==> src/design/ramped_gain_two_sources_assert.svh <==
// Assertion macros for the ramped gain block.
`ifndef RAMPED_GAIN_TWO_SOURCES_ASSERT_SVH
`define RAMPED_GAIN_TWO_SOURCES_ASSERT_SVH
`define RG_ASSERT_IMPL(lbl, clk, rst_n, a, c) \
    lbl: assert property (@(posedge clk) disable iff (!rst_n) (a) |-> (c)) \
        else $error("assertion failed");
`define RG_ASSERT_NEXT(lbl, clk, rst_n, a, c) \
    lbl: assert property (@(posedge clk) disable iff (!rst_n) (a) |=> (c)) \
        else $error("assertion failed");
`endif

==> src/design/rg_div.sv <==
// Iterative signed divider, one quotient bit per cycle, truncating toward zero.
module rg_div #(
    parameter int NW = 34,
    parameter int DW = 13
) (
    input  logic                 i_clk,
    input  logic                 i_rst_n,
    input  logic                 i_start,
    input  logic signed [NW-1:0] i_num,
    input  logic        [DW-1:0] i_den,
    output logic                 o_busy,
    output logic                 o_done,
    output logic signed [NW-1:0] o_quot
);
    localparam int CW = $clog2(NW + 1);
    logic [NW-1:0] r_q;
    logic [DW:0]   r_rem;
    logic [DW-1:0] r_den;
    logic          r_neg;
    logic [CW-1:0] r_cnt;
    logic          r_busy;
    logic          r_done;
    logic [DW+1:0] w_trial;
    logic [DW+1:0] w_sh;

    assign w_sh    = {r_rem, r_q[NW-1]};
    assign w_trial = w_sh - {2'b00, r_den};

    always_ff @(posedge i_clk) begin
        if (!i_rst_n) begin
            r_busy <= 1'b0;
            r_done <= 1'b0;
            r_cnt  <= '0;
        end else begin
            r_done <= 1'b0;
            if (i_start) begin
                r_busy <= 1'b1;
                r_cnt  <= CW'(NW);
                r_neg  <= i_num[NW-1];
                r_q    <= i_num[NW-1] ? (~i_num + 1'b1) : i_num;
                r_rem  <= '0;
                r_den  <= i_den;
            end else if (r_busy) begin
                if (!w_trial[DW+1]) begin
                    r_rem <= w_trial[DW:0];
                    r_q   <= {r_q[NW-2:0], 1'b1};
                end else begin
                    r_rem <= w_sh[DW:0];
                    r_q   <= {r_q[NW-2:0], 1'b0};
                end
                r_cnt <= r_cnt - 1'b1;
                if (r_cnt == CW'(1)) begin
                    r_busy <= 1'b0;
                    r_done <= 1'b1;
                end
            end
        end
    end

    assign o_busy = r_busy;
    assign o_done = r_done;
    assign o_quot = r_neg ? $signed(~r_q + 1'b1) : $signed(r_q);
endmodule

==> config.mk <==
export PLATFORM = sky130hd
export DESIGN_NAME = rg_div
export DESIGN_NICKNAME = d
export VERILOG_FILES = /design/src/design/ramped_gain_two_sources_assert.svh /design/src/design/rg_div.sv
export SDC_FILE = /design/constraint.sdc
export NUM_CORES = 1
export LEC_CHECK = 0
export BUFFER_PORTS_ARGS = -buffer_cell sky130_fd_sc_hd__buf_2
export CORE_ASPECT_RATIO = 2
export CORE_UTILIZATION = 57
export DETAILED_ROUTE_END_ITERATION = 8
export HOLD_SLACK_MARGIN = 0.1
export MAX_ROUTING_LAYER = met4
export PLACE_DENSITY = 0.92
export SKIP_LAST_GASP = 1
export SYNTH_ARGS = -nofsm -noshare
export SYNTH_HDL_FRONTEND = slang
export SYNTH_SLANG_ARGS = --single-unit
==> constraint.sdc <==
create_clock -name i_clk -period 3.5 [get_ports i_clk]
set_clock_uncertainty 0.05 [all_clocks]
set_input_delay 0.175 -clock i_clk [delete_from_list [all_inputs] [get_ports i_clk]]
set_output_delay 0.175 -clock i_clk [all_outputs]
set_load 0.03 [all_outputs]
-- Yosys cells after proc, flatten, opt, wreduce, memory -nomap -nowiden
Index checks and enable logic that the tools add are counted.
- register bits after elaboration: 70
- output and inout bits: 36
- word-level logic and storage cells: 35
- bits of input ports: 50
- muxes and demuxes: 13
- eq/ne operators: 1
- add/subtract/negate cells: 4
- bitwise operators: 4
- reduce and logical (&&, ||, !) cells: 5
- operators by type and width (operator ; number):
    $mux 34 ; 4
    $add 34x1->34 const B ; 2
    $not 34->34 ; 2
    $mux 14 ; 2
    $sub 15x13->15 ; 1
    $mux 6 ; 2
    $eq 6x1->1 const B ; 1
    $sub 6x1->6 const B ; 1
    $mux 1 ; 5
    $reduce_and 2->1 ; 2
    $reduce_or 3->1 ; 1
    $not 1->1 ; 2
    $reduce_bool 2->1 ; 1
    $reduce_or 2->1 ; 1

-- Depth between registers and ports, before layout
- word-level depth: 4
- gate-level depth with buffers: 12
- depth with buffers taken out: 10

-- Worst setup path before layout
OpenSTA, ideal clock, no wires.
- path type: flip-flop to flip-flop
- start point: reg r_q[33]
- end point: reg r_rem[10] (data pin)
- path buffers: 1
- data required time: 3.184 ns
- data arrival time: 2.626 ns
- stages on the path, launching flop included: 12
- setup time: 0.266 ns
- setup slack: 0.558 ns
- period minus slack after synthesis: 2.942 ns
- cell sequence: edfxtp_1 > inv_1 > ha_1 > fa_1 > nor2b_1 > o211ai_1 > a211oi_1 > o211ai_1 > nor2_1 > buf_2 > mux2i_1 > nor2_1
- longest elaborated chain between the ends: 3
- ends and longest elaborated chain (element ; line ; source):
    start: declaration ; rg_div.sv:16 ; logic [NW-1:0] r_q;
    start signal: assignment ; rg_div.sv:40 ; r_q <= i_num[NW-1] ? (~i_num + 1'b1) : i_num;
    start signal: assignment ; rg_div.sv:46 ; r_q <= {r_q[NW-2:0], 1'b1};
    start signal: assignment ; rg_div.sv:49 ; r_q <= {r_q[NW-2:0], 1'b0};
    $sub 15x13->15 ; rg_div.sv:27 ; assign w_trial = w_sh - {2'b00, r_den};
    $mux 14 ; rg_div.sv:44 ; if (!w_trial[DW+1]) begin
    $mux 14 ; rg_div.sv:43 ; end else if (r_busy) begin
    end signal: assignment ; rg_div.sv:45 ; r_rem <= w_trial[DW:0];
    end signal: assignment ; rg_div.sv:48 ; r_rem <= w_sh[DW:0];
    end: declaration ; rg_div.sv:17 ; logic [DW:0] r_rem;
Every way passes these cells. The select of a mux whose other input is x is not followed.
A chain may end at the register's enable or synchronous reset.

-- Worst setup path in the final report
- start point: reg r_q[4]
- end point: out o_quot[27]
- longest elaborated chain between the ends: 3
- ends and longest elaborated chain (element ; line ; source):
    $not 34->34 ; rg_div.sv:62 ; assign o_quot = r_neg ? $signed(~r_q + 1'b1) : $signed(r_q);
    $add 34x1->34 ; rg_div.sv:62 ;
    $mux 34 ; rg_div.sv:62 ;
    end: declaration ; rg_div.sv:13 ; output logic signed [NW-1:0] o_quot
Every way passes these cells.

==> results.md <==
- YS warnings: 0
- Number of diodes: 0
- Min cycle time layout: 3220 ps
- Synth Net Count: 590
- CTS Sinks: 70
- Vias in the first global route: 4266
- Top-count cell post-synth: nor2_1
- Worst r2r path cells: 11
- Drt via density: between 6 and 7
- Post-synth EDFFs: a little over 60
- Flop-to-flop setup slack: about 350 ps
- CTS Buf Count: 9
- Fillers: 573
- Critical path peak fanout: 5
- Synth top area share: 37.9%
- Core ar.: 0.00829 mm2
- Post-CTS Setup Repair Bufs: 0
- Seq cells post-synth: 70
- WL final: 12300 um
- Die Area: 0.00901 mm2
- Mapped cell area: 0.00491 mm2
- Reg2reg start: r_q[33]
- Die Height: 133 um
- Leakage power: 0.00229 uW
- Total GRT Usage: ~31%
- Period utilisation layout: 92.1%
- Tightest Pin Transition: 1200 ps
- DRT Pass-1 Iters: 5
- Starting Density: 59.2%
- Dpl hpwl: 8980 um
- Final Hold Viols: 0
- CTS tree: done
- Slew Limit Fails: 0
- Most common flop cell mapped by yosys: edfxtp_1
- First-pass GRT wire length: 20100 um
- Worst vdd ir: 0.000353 V
- Sequential area share after synthesis: 41.2%
- Global route overflow: 0
- Setup CP Type: reg2out
- Largest net degree at the start of global routing: 50
- Initial DRC count: 314
- Final setup TNS: 0 ps
- WL/cell: 17.3 um
- H-Tree Depth: 3
- Synth cell count leaders: nor2_1, edfxtp_1, xnor2_1
- Clock buffer depth: 2
- Min-delay worst type: in2reg
- FMAX: 310 MHz
- RSZ-0062 raised after global routing: no
- Outcome: completed
- Arrival time of the worst setup path: roughly 3000 ps
- Final hold slack: 185 ps
- Area added between synthesis and finish: 18.4%
- Fin nets: around 680
- Hold path start: i_num[15]
- Setup WS pre-CTS: between 300 and 400 ps
- Crit start category: flip-flop
- Worst setup margin: 275 ps
- CP Capture Type: primary output
- Post-Route Utilization: approximately 70%
- Worst hold path depth: 3
- Die width: roughly 68 um
- Max Cap Viol: 0
- # rows: 47
- Vias: 4311
- Reg-to-Reg End: r_rem[13]
- Synth Instances: 522
- Root buf cell: clkbuf_16
- GPL Wtd Cong: roughly 1.1
- ANT nets after route: 0
- Initial antenna violation count: 0
- Req. time, crit path: 3270 ps
- Synth area leader: edfxtp_1
- Clock Pin Slew Worst Setup and Hold Paths: about 50 ps
- Synth Area per Inst: 9.41 um2
- Top post-synthesis cells by area: edfxtp_1, xnor2_1, xor2_1, nor2_1, ha_1
- Worst skew pair latency: roughly 340 ps
- Final Setup Violations: 0
- Distinct cells, synth: 57
- Num ports: 86
- Pwr dens: approximately 460 mW/mm2
- Slew HR: between 20% and 30%
- DR DRC count: 0
- Ys async rst share: 0%
- Hold path endpoint: r_q[15]
- IO buf count: 85
- Share of cells above drive strength 1: 19.2%
per-stage QoR:
stage | cells | total power, uW | instance area (um2)
after floorplan | 522 | 1580 | 4910
after global placement | 683 | 1760 | 5380
after detailed placement | 683 | 1790 | 5380
after CTS | 713 | 2670 | 5800
after global routing | 713 | 2790 | 5810
final | 713 | 2670 | 5810
what timing repair did:
action                                  in CTS  in global routing
hold endpoints to repair                    15                  0
hold buffers                                14                  0
endpoints found under the setup margin       0                  4
gates resized for setup                      0                  2
power breakdown:
group | leakage (uW) | total [uW] | internal [uW] | switching (uW)
clock network | 0.000142 | 870 | 535 | 336
registers | 0.000654 | 1070 | 999 | 66.4
logic | 0.00149 | 739 | 286 | 453
state kept, by name, summed over array words and instances, names as in the netlist:
register  count
o_busy        1
o_done        1
r_cnt         6
r_den        13
r_neg         1
r_q          34
r_rem        14
area by class of cell:
cell class              instances  area, um2  area share, %
clock buffers                  13        270           4.65
clock inverters                 3       17.5          0.301
inverters                      24       90.1           1.55
multi-input cells             403       2700           46.5
flip-flops and latches         70       2020           34.8
well taps                      98        123           2.11
repair buffers                102        588           10.1
logic make-up (layout without fill, tap and decap cells):
family | count (synthesis) | in the layout | synth area share, %
AND/OR/NAND/NOR | 172 | 172 | 17.4
multiplexers | 12 | 12 | 2.60
adder cells (fa/ha/maj) | 18 | 18 | 4.74
buffers and inverters | 49 | 142 | 4.00
AO/OA/AOI/OAI | 123 | 123 | 16.2
XOR/XNOR | 78 | 78 | 13.9
flip-flops | 70 | 70 | 41.2
metal layers:
| layer | share of wire [%] | GRT usage [%] | up-vias |
|---|---|---|---|
| met5 | 0 | - | - |
| met4 | 5.1 | 17.8 | 0 |
| met3 | 5.3 | 6.08 | 50 |
| met2 | 55 | 52.0 | 193 |
| met1 | 35 | 31.8 | 2008 |
| li1 | - | - | 2060 |
worst max-delay path by stage:
stage	endpoint	cells after the start	start	slack (ps)
finish	o_quot[27]	7	r_q[4]	280
global route	o_quot[27]	7	r_q[3]	8
global placement	r_rem[13]	11	r_q[33]	530
floorplan	r_rem[10]	11	r_q[33]	560
CTS	o_quot[33]	8	r_q[5]	210
detailed placement	r_rem[13]	11	r_q[33]	400
layout by cell type (no fill, tap or decap), types with 16 or more instances in the layout:
master     n
a21oi_1   41
buf_2     85
edfxtp_1  62
ha_1      17
inv_1     24
nand2_1   35
nor2_1    68
o21ai_0   24
o31ai_1   16
xnor2_1   43
xor2_1    35
critical path, cell delays in order, from the launching register on:
cell and delay [ps]:
edfxtp_1 440, nor4_1 360, nand2_1 130, or4_1 490, or2_0 370, o41ai_1 460
xnor2_1 170, buf_2 220
No activity file was read; power rests on OpenSTA's default activity.
