[config.mk]
export PLATFORM = sky130hd
export DESIGN_NAME = rg_front
export DESIGN_NICKNAME = d
export VERILOG_FILES = /design/src/design/ramped_gain_two_sources_assert.svh /design/src/design/rg_front.sv
export SDC_FILE = /design/constraint.sdc
export NUM_CORES = 1
export LEC_CHECK = 0
export BUFFER_PORTS_ARGS = -buffer_cell sky130_fd_sc_hd__buf_2
export CAP_MARGIN = 20
export CORE_MARGIN = 5
export CORE_UTILIZATION = 52
export CTS_BUF_LIST = sky130_fd_sc_hd__clkbuf_16
export DETAILED_ROUTE_END_ITERATION = 10
export PLACE_DENSITY = 0.89
export RECOVER_POWER = 100
export SLEW_MARGIN = 40
export SYNTH_ARGS = -nofsm -noshare
export SYNTH_HDL_FRONTEND = slang
export SYNTH_SLANG_ARGS = --single-unit
[constraint.sdc]
create_clock -name i_clk -period 2.8 [get_ports i_clk]
set_input_delay 0.42 -clock i_clk [delete_from_list [all_inputs] [get_ports i_clk]]
set_output_delay 0.42 -clock i_clk [all_outputs]
set_load 0.02 [all_outputs]
[src/design/ramped_gain_two_sources_assert.svh]
// Assertion macros for the ramped gain block.
`ifndef RAMPED_GAIN_TWO_SOURCES_ASSERT_SVH
`define RAMPED_GAIN_TWO_SOURCES_ASSERT_SVH
`define RG_ASSERT_IMPL(lbl, clk, rst_n, a, c) \
    lbl: assert property (@(posedge clk) disable iff (!rst_n) (a) |-> (c)) \
        else $error("assertion failed");
`define RG_ASSERT_NEXT(lbl, clk, rst_n, a, c) \
    lbl: assert property (@(posedge clk) disable iff (!rst_n) (a) |=> (c)) \
        else $error("assertion failed");
`endif

[src/design/rg_front.sv]
// Input stage: accepts requests and holds them in a short queue.
module rg_front #(
    parameter int IW = 58,
    parameter int DEPTH = 2
) (
    input  logic          i_clk,
    input  logic          i_rst_n,
    input  logic          i_valid,
    output logic          o_ready,
    input  logic [IW-1:0] i_data,
    output logic          o_valid,
    input  logic          i_ready,
    output logic [IW-1:0] o_data
);
    localparam int AW = $clog2(DEPTH);
    logic [IW-1:0] r_mem [DEPTH];
    logic [AW-1:0] r_wp, r_rp;
    logic [AW:0]   r_cnt;
    logic          w_push, w_pop;

    assign o_ready = (r_cnt != (AW+1)'(DEPTH));
    assign o_valid = (r_cnt != '0);
    assign w_push  = i_valid && o_ready;
    assign w_pop   = o_valid && i_ready;
    assign o_data  = r_mem[r_rp];

    always_ff @(posedge i_clk) begin
        if (w_push) r_mem[r_wp] <= i_data;
    end

    always_ff @(posedge i_clk) begin
        if (!i_rst_n) begin
            r_wp <= '0;
            r_rp <= '0;
            r_cnt <= '0;
        end else begin
            if (w_push) r_wp <= (r_wp == AW'(DEPTH-1)) ? '0 : r_wp + 1'b1;
            if (w_pop) r_rp <= (r_rp == AW'(DEPTH-1)) ? '0 : r_rp + 1'b1;
            r_cnt <= r_cnt + (AW+1)'(w_push) - (AW+1)'(w_pop);
        end
    end
endmodule

* After elaboration in Yosys (flattened, before gate mapping)
Memories as Yosys holds them, arrays and structs flattened. A register that Yosys moved wholly into a read port is not among the register bits.
Cells that the tools add are included.
** Word-level totals
- Register bits :: 4
- Input bits :: 62
- Output and inout port bits :: 60
- Word-level logic and storage cells :: 18
- RAM bits :: 116
- Memories :: 1
** Memory list
- r_mem :: words 2, width 58, read ports 1, clocked after Yosys merged registers in 1, wr ports 1, line rg_front.sv:16 : logic [IW-1:0] r_mem [DEPTH];
** Operators by class
- Reductions and logical operators :: 3
- $add $sub $neg :: 4
- Eq/ne operators :: 1
- Multiplexer cells :: 6
** Operators by type and width (count)
- two-way mux 1 bit :: 6
- adder 1 bit (second input constant) :: 2
- adder 2 x 1 -> 2 bit :: 1
- logical AND 1 bit :: 2
- inequality test 2 bit (second input constant) :: 1
- nonzero test 2 bit :: 1
- subtractor 2 x 1 -> 2 bit :: 1

* Longest topological paths before layout
Gate-level depths: netlist of the first run.
- Depth after elaboration :: 4
- Depth in mapped cells :: 6
- Gate-level depth less buffers :: 6

* Worst setup path after synthesis of the first run
Ideal clock, no wire load.
- Path kind :: reg2reg
- Start :: register r_cnt[0]
- End :: memory r_mem[1][0], enable pin
- Path buffers :: 0
- Arrival :: 2.171 ns
- Required time :: 2.378 ns
- Cell stages (with the launch flop) :: 3
- Setup slack :: 0.206 ns
- Period minus slack after synthesis :: 2.594 ns
- Setup time :: 0.422 ns
- Cell sequence :: dfxtp_1 nand2b_1 and3_1
** Between the ends
- Cells in the longest elaborated chain, start to end :: 4
** Ends and longest elaborated chain
- from (decl) :: line rg_front.sv:18 : logic [AW:0] r_cnt;
- from (signal assigned) :: line rg_front.sv:39 : r_cnt <= r_cnt + (AW+1)'(w_push) - (AW+1)'(w_pop);
- inequality test 2 bit :: line rg_front.sv:21 : assign o_ready = (r_cnt != (AW+1)'(DEPTH));
- named net o_ready :: line rg_front.sv:9 : output logic o_ready,
- logical AND 1 bit :: line rg_front.sv:23 : assign w_push = i_valid && o_ready;
- two-way mux 1 bit :: line rg_front.sv:28 : if (w_push) r_mem[r_wp] <= i_data;
- two-way mux 1 bit (not written as such) :: line rg_front.sv:28
- to (decl) :: line rg_front.sv:16
The timed path passes the listed nets, and every way through them passes these cells.

==> results of run 1 <==
-- sequential cells by signal, indices dropped and copies added, names as in the netlist, named ones only --
name and count:
r_cnt 2, r_mem 116, r_rp 1, r_wp 1
-- critical path, cell delays in order (launching register included) --
cell and delay, ns:
dfxtp_4 0.62, buf_12 0.28, mux2_2 0.36, clkbuf_1 0.17
-- worst max path at each step --
stage,startpoint,to,slack [ns],cells after the start
2_1_floorplan,r_cnt[0]$_SDFF_PN0_,r_mem[1][0]$_DFFE_PP_,0.21,2
4_1_cts,register,o_data[4],0.51,3
6_report,register,o_data[55],0.53,3
3_5_place_dp,register,o_data[4],0.94,3
3_3_place_gp,register,o_data[55],0.95,3
5_1_grt,register,o_data[4],0.43,3
-- kinds of logic (layout without fill, tap and decap cells) --
logic type	count (synthesis)	in the layout
compound gates	7	7
xor+xnor	1	1
fa+ha+maj	1	1
buf+inv	7	159
flops	121	121
mux	59	59
simple gates	13	13
-- cell usage in the layout (no fill, tap or decap), types with 2 or more instances in the layout --
cell / count
bufinv_16: 5
mux2_4: 20
clkbuf_16: 17
clkinv_2: 2
buf_12: 3
dfxtp_1: 4
buf_2: 35
clkbuf_1: 87
clkinvlp_4: 3
clkinv_4: 5
and2_0: 2
nor2_1: 2
edfxtp_1: 116
a21bo_1: 2
o21ai_0: 2
mux2_2: 38
nand2b_1: 2
-- power breakdown --
group / internal [µW] / switching, µW / total, µW
combinational: 453 / 633 / 1090
clock: 1580 / 745 / 2330
sequential: 2210 / 106 / 2320
-- area by class of cell --
cell class	count	area [µm²]
flip-flops and latches	121	3590
fillers	631	2760
multi-input cells	81	888
repair buffers	126	567
clock buffers	17	425
clock inverters	15	226
well taps	108	135
inverters	1	3.75
-- layer usage --
metal	share of wire	GRT usage
met5	0	0
met4	0.0083	0.0598
met3	0.073	0.0550
met2	0.53	0.270
met1	0.39	0.172
-- through the flow --
| step | setup slack (ns) | cells | utilization |
|---|---|---|---|
| floorplan | 0.206 | 209 | - |
| global placement | 0.952 | 437 | 0.616 |
| detailed placement | 0.940 | 437 | 0.616 |
| CTS | 0.506 | 469 | 0.692 |
| global route | 0.425 | 469 | 0.679 |
| finish | 0.525 | 469 | 0.679 |
==> metrics.txt, run 1 <==
outcome finished, final reports clean; num rows 34; dpl cell area 5300 µm²; Overall Global Routing Usage 0.154; Initial DRT Pass Iterations 4; Reg clk slew, reported paths 0.05 ns; TNS Setup 0 ns; Design Power 5730 µW; CORE AREA 8590 µm²; leakage power 0.00207 µW; Area contributors post-synth edfxtp_1, mux2_2, mux2_4; clock root buffer clkbuf_16; total length of routed wires 7930 µm; GPL Wtd Cong 0.636; Worst Skew 0.00458 ns; area delta synth->final 29.0%; DR vias/cell 5.00; complex-gate fraction of the synthesized area 0.0119; WHS Endpoint r_mem[0][31]$_DFFE_PP_; total CTS buffers 17; hpwl dp 5360 µm; Hold Path Class in2reg; max frequency 0.440 GHz; count of unique library cells instantiated by Yosys 25; Setup-failing EPs final 0; largest family of logic cells by synthesized area multiplexers; hold slack 0.211 ns; starting density of the core 0.526; largest fanout on the critical path 31; Final nets 411; postcts setup bufs 0; Hold Fails Final Rpt 0; layout cells sized above 1 0.366; number of synthesized flops with an enable pin 116; adder-cell area share of the yosys netlist 0.00277; hold_buf cts 0; register bit total from synthesis 121; die area 10700 µm²; Synth area leader edfxtp_1; Post-DRT Antenna Nets 0; I/O Pins 122; critical path endpoint category primary output; port bufs 121; FF-to-FF Start r_cnt[0]$_SDFF_PN0_; cell with the most instances after synthesis edfxtp_1; vias in the first global route 2514; Peak VDD IR 0.714 mV; final instance area 5830 µm²; ys flop type edfxtp_1; Max Cap Violations 0; Overflow after GRT 0; Die X 103 µm; R2R setup slack 0.59 ns; Pwr Density 982 nW/µm²; Post-CTS Resized 0; syn nets 272; hold_sp i_data[31]; clk_lat worst skew 0.39 ns; initial antenna violation count 0; Slew @ Worst Pin 1.30 ns; Post-Syn Area per Cell 21.6 µm²; DR iter-0 viols 74; hold path cells 1; register area share after synthesis 0.792; Antenna Diode Count 0; post-route minimum period 2.27 ns; Max Slew Vio Count 0; WP data required 2.38 ns; Yosys top cell area share 0.770; asr flop ratio synth 0; synthesized area 4520 µm²; mux cell area share after synthesis 0.163; largest net degree at the start of global routing 36; CP startpoint kind register; Setup CP Type reg2out; worst r2r dst r_mem[1][9]$_DFFE_PP_; Ys Warns 0; RSZ-0062 raised after global routing no; top cells by count, synth edfxtp_1, mux2_2, mux2_4; CTS Sinks 121; height of the die 103 µm; wire per inst 16.9 µm; vias 2343; first-pass GRT wire length 12000 µm; CTS tree built; Synth Area in XOR/XNOR 0.00194; Final period util 0.812; CP Data Arrival Time 1.85 ns; Max clock buf depth 2; # DRC 0; relative slew slack 0.130; Post-Syn Instances 209; Synth Area in Simple Gates 0.0163; R2R depth 3; Max H-tree Level 4
No activity file was read; power rests on OpenSTA's default activity.
==> inputs of run 2 (changes only) <==
==> constraint.sdc (replaced) <==
create_clock -name i_clk -period 2.2 [get_ports i_clk]
set_input_delay 0.33 -clock i_clk [delete_from_list [all_inputs] [get_ports i_clk]]
set_output_delay 0.33 -clock i_clk [all_outputs]
set_load 0.02 [all_outputs]
==> run 2 against run 1 <==
Clock skew grew 0.0022 ns. Clock power up 22%. Sequential share of layout area is 0.52 points higher. Final area fell by 0.84%. Critical endpoint is now o_data[5]. Largest power group is now registers. Highest routed layer is now met5.
==> metrics.txt, run 2 (same netlist as run 1, synthesis figures left out) <==
outcome finished, final reports clean; vias 2339 (-0.17%); I/O Pins 122 (unchanged); Post-DRT Antenna Nets 0 (unchanged); starting density of the core 0.526 (unchanged); max frequency 0.502 GHz; Max clock buf depth 2 (unchanged); CP Data Arrival Time 1.66 ns (-0.19 ns); Place WS 0.481 ns (-0.459 ns); CP startpoint kind register; clk_lat worst skew 0.39 ns (about the same); CORE AREA 8590 µm² (unchanged); Final period util 0.906; Overall Global Routing Usage 0.153 (-0.000811); Worst Skew 0.00674 ns (+0.00217 ns); Antenna Diode Count 0 (unchanged); CTS tree built; Max Cap Violations 0 (unchanged); layout cells sized above 1 0.341 (-0.0249); Setup CP Type reg2out; most flop-heavy register r_mem; Max Slew Vio Count 0 (unchanged); Peak VDD IR 0.642 mV (-10%); Slowest cell on crit path dfxtp_4; setup slack after layout 0.206 ns (-0.319 ns); max FFs per register 116 (unchanged); post-route minimum period 1.99 ns; placed cells 438 (+0.23%); Reg clk slew, reported paths 0.05 ns (about the same); vias in the first global route 2504 (-0.40%); Max H-tree Level 4 (unchanged); Die X 103 µm (unchanged); WP data required 1.87 ns (-0.51 ns); Hold Fails Final Rpt 0 (unchanged); clock root buffer clkbuf_16; Setup-failing EPs final 0 (unchanged); area delta synth->final 27.9%; most frequent cells in the layout edfxtp_1, clkbuf_1, mux2_2; # DRC 0 (unchanged); hold_buf cts 0 (unchanged); largest fanout on the critical path 24 (-23%); commonest non-fill, non-tap cell in the layout edfxtp_1; Slew @ Worst Pin 0.845 ns (-0.460 ns); Final nets 412 (+0.24%); height of the die 103 µm (unchanged); largest net degree at the start of global routing 34 (-5.6%); postcts setup bufs 0 (unchanged); DR iter-0 viols 89 (+20%); crit path cell chain buf_12, mux2_2, clkbuf_1; CTS Sinks 121 (unchanged); hold slack 0.123 ns (-0.0886 ns); Finished Layout Cells 469 (unchanged); first-pass GRT wire length 11800 µm (-1.1%); critical path endpoint category primary output; leakage power 0.00205 µW (-0.57%); largest registers r_mem: 116 flops, r_cnt: 2 flops; Design Power 7170 µW (+25%); wire per inst 16.8 µm (-0.52%); Hold Path Class in2reg; RSZ-0062 raised after global routing no; die area 10700 µm² (unchanged); CP peak stage delay 0.50 ns (-0.12 ns); TNS Setup 0 ns (unchanged); num rows 34 (unchanged); port bufs 121 (unchanged); relative slew slack 0.437 (+0.306); initial antenna violation count 1 (+1); Pwr Density 1240 nW/µm² (+26%); GPL Wtd Cong 0.714 (+12%); total length of routed wires 7890 µm (-0.52%); Initial DRT Pass Iterations 4 (unchanged); total CTS buffers 17 (unchanged); DR vias/cell 4.99 (-0.17%); Overflow after GRT 0 (unchanged); hpwl dp 5420 µm (+1.1%)
run 2: changes by cell type in the layout (fill, tap and decap cells not counted), moves of 2 or more:
cell and change:
clkinvlp_4 -2, buf_2 -5, clkinv_1 +2, clkinv_4 -5, clkbuf_2 +3, clkinv_2 +2, inv_1 +2, clkbuf_1 +4
run 2: final timing paths:
check,depth (start not counted),end,slack (ns),start
min,1,r_mem[1][40]$_DFFE_PP_,0.12,i_data[40]
max,3,o_data[5],0.21,register
max reg2reg,4,r_mem[0][49]$_DFFE_PP_,0.27,r_cnt[0]$_SDFF_PN0_
min reg2reg,2,register,0.58,r_rp$_SDFFE_PN0P_
run 2: power breakdown:
group / switching, µW / total [µW] / internal, µW
Clock: 870 / 2840 / 1970
Combinational: 830 / 1410 / 576
Sequential: 108 / 2920 / 2820
Total: 1810 / 7170 / 5360
run 2: per-layer routing:
layer | vias up | GRT usage | part of all wire
met3 | 11 | 0.0577 | 0.081
met1 | 1130 | 0.164 | 0.37
met4 | 2 | 0.0568 | 0.0090
met5 | - | 0 | 0.0016
met2 | 85 | 0.275 | 0.54
li1 | 1111 | - | -
run 2: metrics by stage:
stage | cell area, µm² | util
floorplan | 4530 | -
global placement | 5290 | 0.616
detailed placement | 5290 | 0.616
CTS | 5910 | 0.687
global route | 5780 | 0.673
finish | 5780 | 0.673
run 2: worst max-delay path: cells and delay by family (launching register included):
family / cells / cell delay, ns
muxes: 1 / 0.36
DFF: 1 / 0.50
buffers and inverters: 2 / 0.39
run 2: what timing repair did:
item | CTS | global route
endpoints found under the hold margin | 0 | 0
setup endpoints to repair | 0 | 9
resized for setup | 0 | 1
run 2: area by class of cell:
| cell class | count | area [µm²] |
|---|---|---|
| fill | 627 | 2810 |
| timing repair buffer | 127 | 552 |
| inverter | 1 | 7.51 |
| tap | 108 | 135 |
| multi-input combinational | 81 | 888 |
| clock inverter | 14 | 189 |
| clock buffer | 17 | 425 |
| sequential | 121 | 3590 |
==> inputs of run 3 (changes only) <==
--- a/config.mk
+++ b/config.mk
@@ -12,7 +12,6 @@
 export CTS_BUF_LIST = sky130_fd_sc_hd__clkbuf_16
 export DETAILED_ROUTE_END_ITERATION = 10
 export PLACE_DENSITY = 0.89
-export RECOVER_POWER = 100
 export SLEW_MARGIN = 40
 export SYNTH_ARGS = -nofsm -noshare
 export SYNTH_HDL_FRONTEND = slang
==> run 3 against run 2 <==
Clock skew fell by 0.0011 ns. Register-to-register slack improved by 0.27 ns. Final area increased by 2.1%. Final cell count unchanged. Core utilization up 1.4 points. Global-route usage did not move. Non-clock buffer count stayed put. Combinational power rose by 6%. Via count fell by 0.21%. Sequential cell count did not move. Die area did not move. Setup slack gained 0.017 ns. Critical endpoint is now o_data[57]. Largest power group unchanged.
==> metrics.txt, run 3 (same netlist as run 1, synthesis figures left out) <==
first-pass GRT wire length 11800 µm (unchanged); commonest non-fill, non-tap cell in the layout buf_2; uppermost routed layer met5; initial antenna violation count 1 (unchanged); Initial DRT Pass Iterations 4 (unchanged); wire per inst 16.8 µm (about the same); CTS tree built; largest registers r_mem: 116 flops, r_cnt: 2 flops; hpwl dp 5420 µm (unchanged); routed length on met2 4290 µm (+0.49%); clk_lat worst skew 0.39 ns (about the same); most flop-heavy register r_mem; area delta synth->final 30.6%; outcome finished, final reports clean; max FFs per register 116 (unchanged); vias in the first global route 2504 (unchanged); Setup-failing EPs final 0 (unchanged); CP Data Arrival Time 1.65 ns (about the same); critical path endpoint category primary output; largest net degree at the start of global routing 34 (unchanged); largest fanout on the critical path 24 (unchanged); post-route minimum period 1.98 ns (-0.0171 ns); hold_buf cts 0 (unchanged); Max Cap Violations 0 (unchanged); CTS Sinks 121 (unchanged); R2R setup slack 0.54 ns (+0.27 ns); Final nets 412 (unchanged); layout cells sized above 1 0.596 (+0.255); metal3 WL 590 µm (-7.4%); Die X 103 µm (unchanged); Pwr Density 1230 nW/µm² (-1.1%); RSZ-0062 raised after global routing no; Worst Skew 0.00566 ns (-0.00109 ns); Max clock buf depth 2 (unchanged); Overall Global Routing Usage 0.153 (unchanged); clock root buffer clkbuf_16; total CTS buffers 17 (unchanged); Slew @ Worst Pin 0.440 ns (-0.405 ns); total length of routed wires 7890 µm (about the same); dpl cell area 5290 µm² (unchanged); leakage power 0.00231 µW (+12%); die area 10700 µm² (unchanged); relative slew slack 0.706 (+0.270); TNS Setup 0 ns (unchanged); num rows 34 (unchanged); DR iter-0 viols 63 (-29%); Overflow after GRT 0 (unchanged); # DRC 0 (unchanged); postcts setup bufs 0 (unchanged); I/O Pins 122 (unchanged); Final period util 0.898 (-0.00778); Post-DRT Antenna Nets 0 (unchanged); GPL Wtd Cong 0.714 (unchanged); Reg clk slew, reported paths 0.05 ns (about the same); port bufs 121 (unchanged); height of the die 103 µm (unchanged); final instance area 5910 µm² (+2.1%); Max Slew Vio Count 0 (unchanged); DR vias/cell 4.98 (-0.21%); Setup CP Type reg2out; Hold Path Class in2reg; CORE AREA 8590 µm² (unchanged); Peak VDD IR 0.654 mV (+1.9%); Metal-1 WL 2940 µm (+1.1%); vias 2334 (-0.21%); Max H-tree Level 4 (unchanged); WP data required 1.87 ns (about the same); Antenna Diode Count 0 (unchanged); Hold Fails Final Rpt 0 (unchanged); CP startpoint kind register; starting density of the core 0.526 (unchanged); max frequency 0.506 GHz (+0.87%); most frequent cells in the layout buf_2, edfxtp_1, mux2_2
## run 3: area by class of cell
type | count | area (µm²)
flip-flops and latches | 121 | 3590
clock buffers | 17 | 425
repair buffers | 127 | 676
inverters | 1 | 7.51
well taps | 108 | 135
fillers | 580 | 2690
multi-input cells | 81 | 888
clock inverters | 14 | 189
## run 3: per-layer routing
layer	vias up	track usage
met5	-	0
met4	2	0.0568
met3	10	0.0577
met2	80	0.275
met1	1134	0.164
li1	1108	-
## run 3: through the flow
stage	total power [µW]	utilization	cells	hold WS (ns)	worst slack (ns)
3_5_place_dp	4470	0.616	438	0.521	0.481
3_3_place_gp	4430	0.616	438	0.518	0.480
2_1_floorplan	4000	-	209	0.429	0.135
6_report	7240	0.688	469	0.123	0.223
5_1_grt	7540	0.688	469	0.0987	0.141
4_1_cts	7340	0.687	469	0.102	0.0567
## run 3: critical path, cell delays in order, from the launching register on
cell and delay [ns]:
dfxtp_4 0.50, buf_12 0.22, mux2_2 0.36, buf_2 0.16
## run 3: worst paths after layout
check                                          from                endpoint  cells after the start
worst max-delay path                       register              o_data[57]                      3
worst min-delay path                     i_data[37]  r_mem[0][37]$_DFFE_PP_                      1
worst max register to register  r_cnt[0]$_SDFF_PN0_  r_mem[0][49]$_DFFE_PP_                      4
worst min register to register    r_rp$_SDFFE_PN0P_                register                      2
## run 3: power breakdown
| group | leakage (µW) | switching [µW] | internal [µW] |
|---|---|---|---|
| Combinational | 0.000866 | 819 | 667 |
| Clock | 0.000315 | 869 | 1970 |
| Sequential | 0.00113 | 109 | 2810 |
| Total | 0.00231 | 1800 | 5450 |
## run 3: what timing repair did
action / 4_1_cts / 5_1_grt
resized for setup: 0 / 1
endpoints found under the setup margin: 0 / 9
endpoints found under the hold margin: 0 / 0
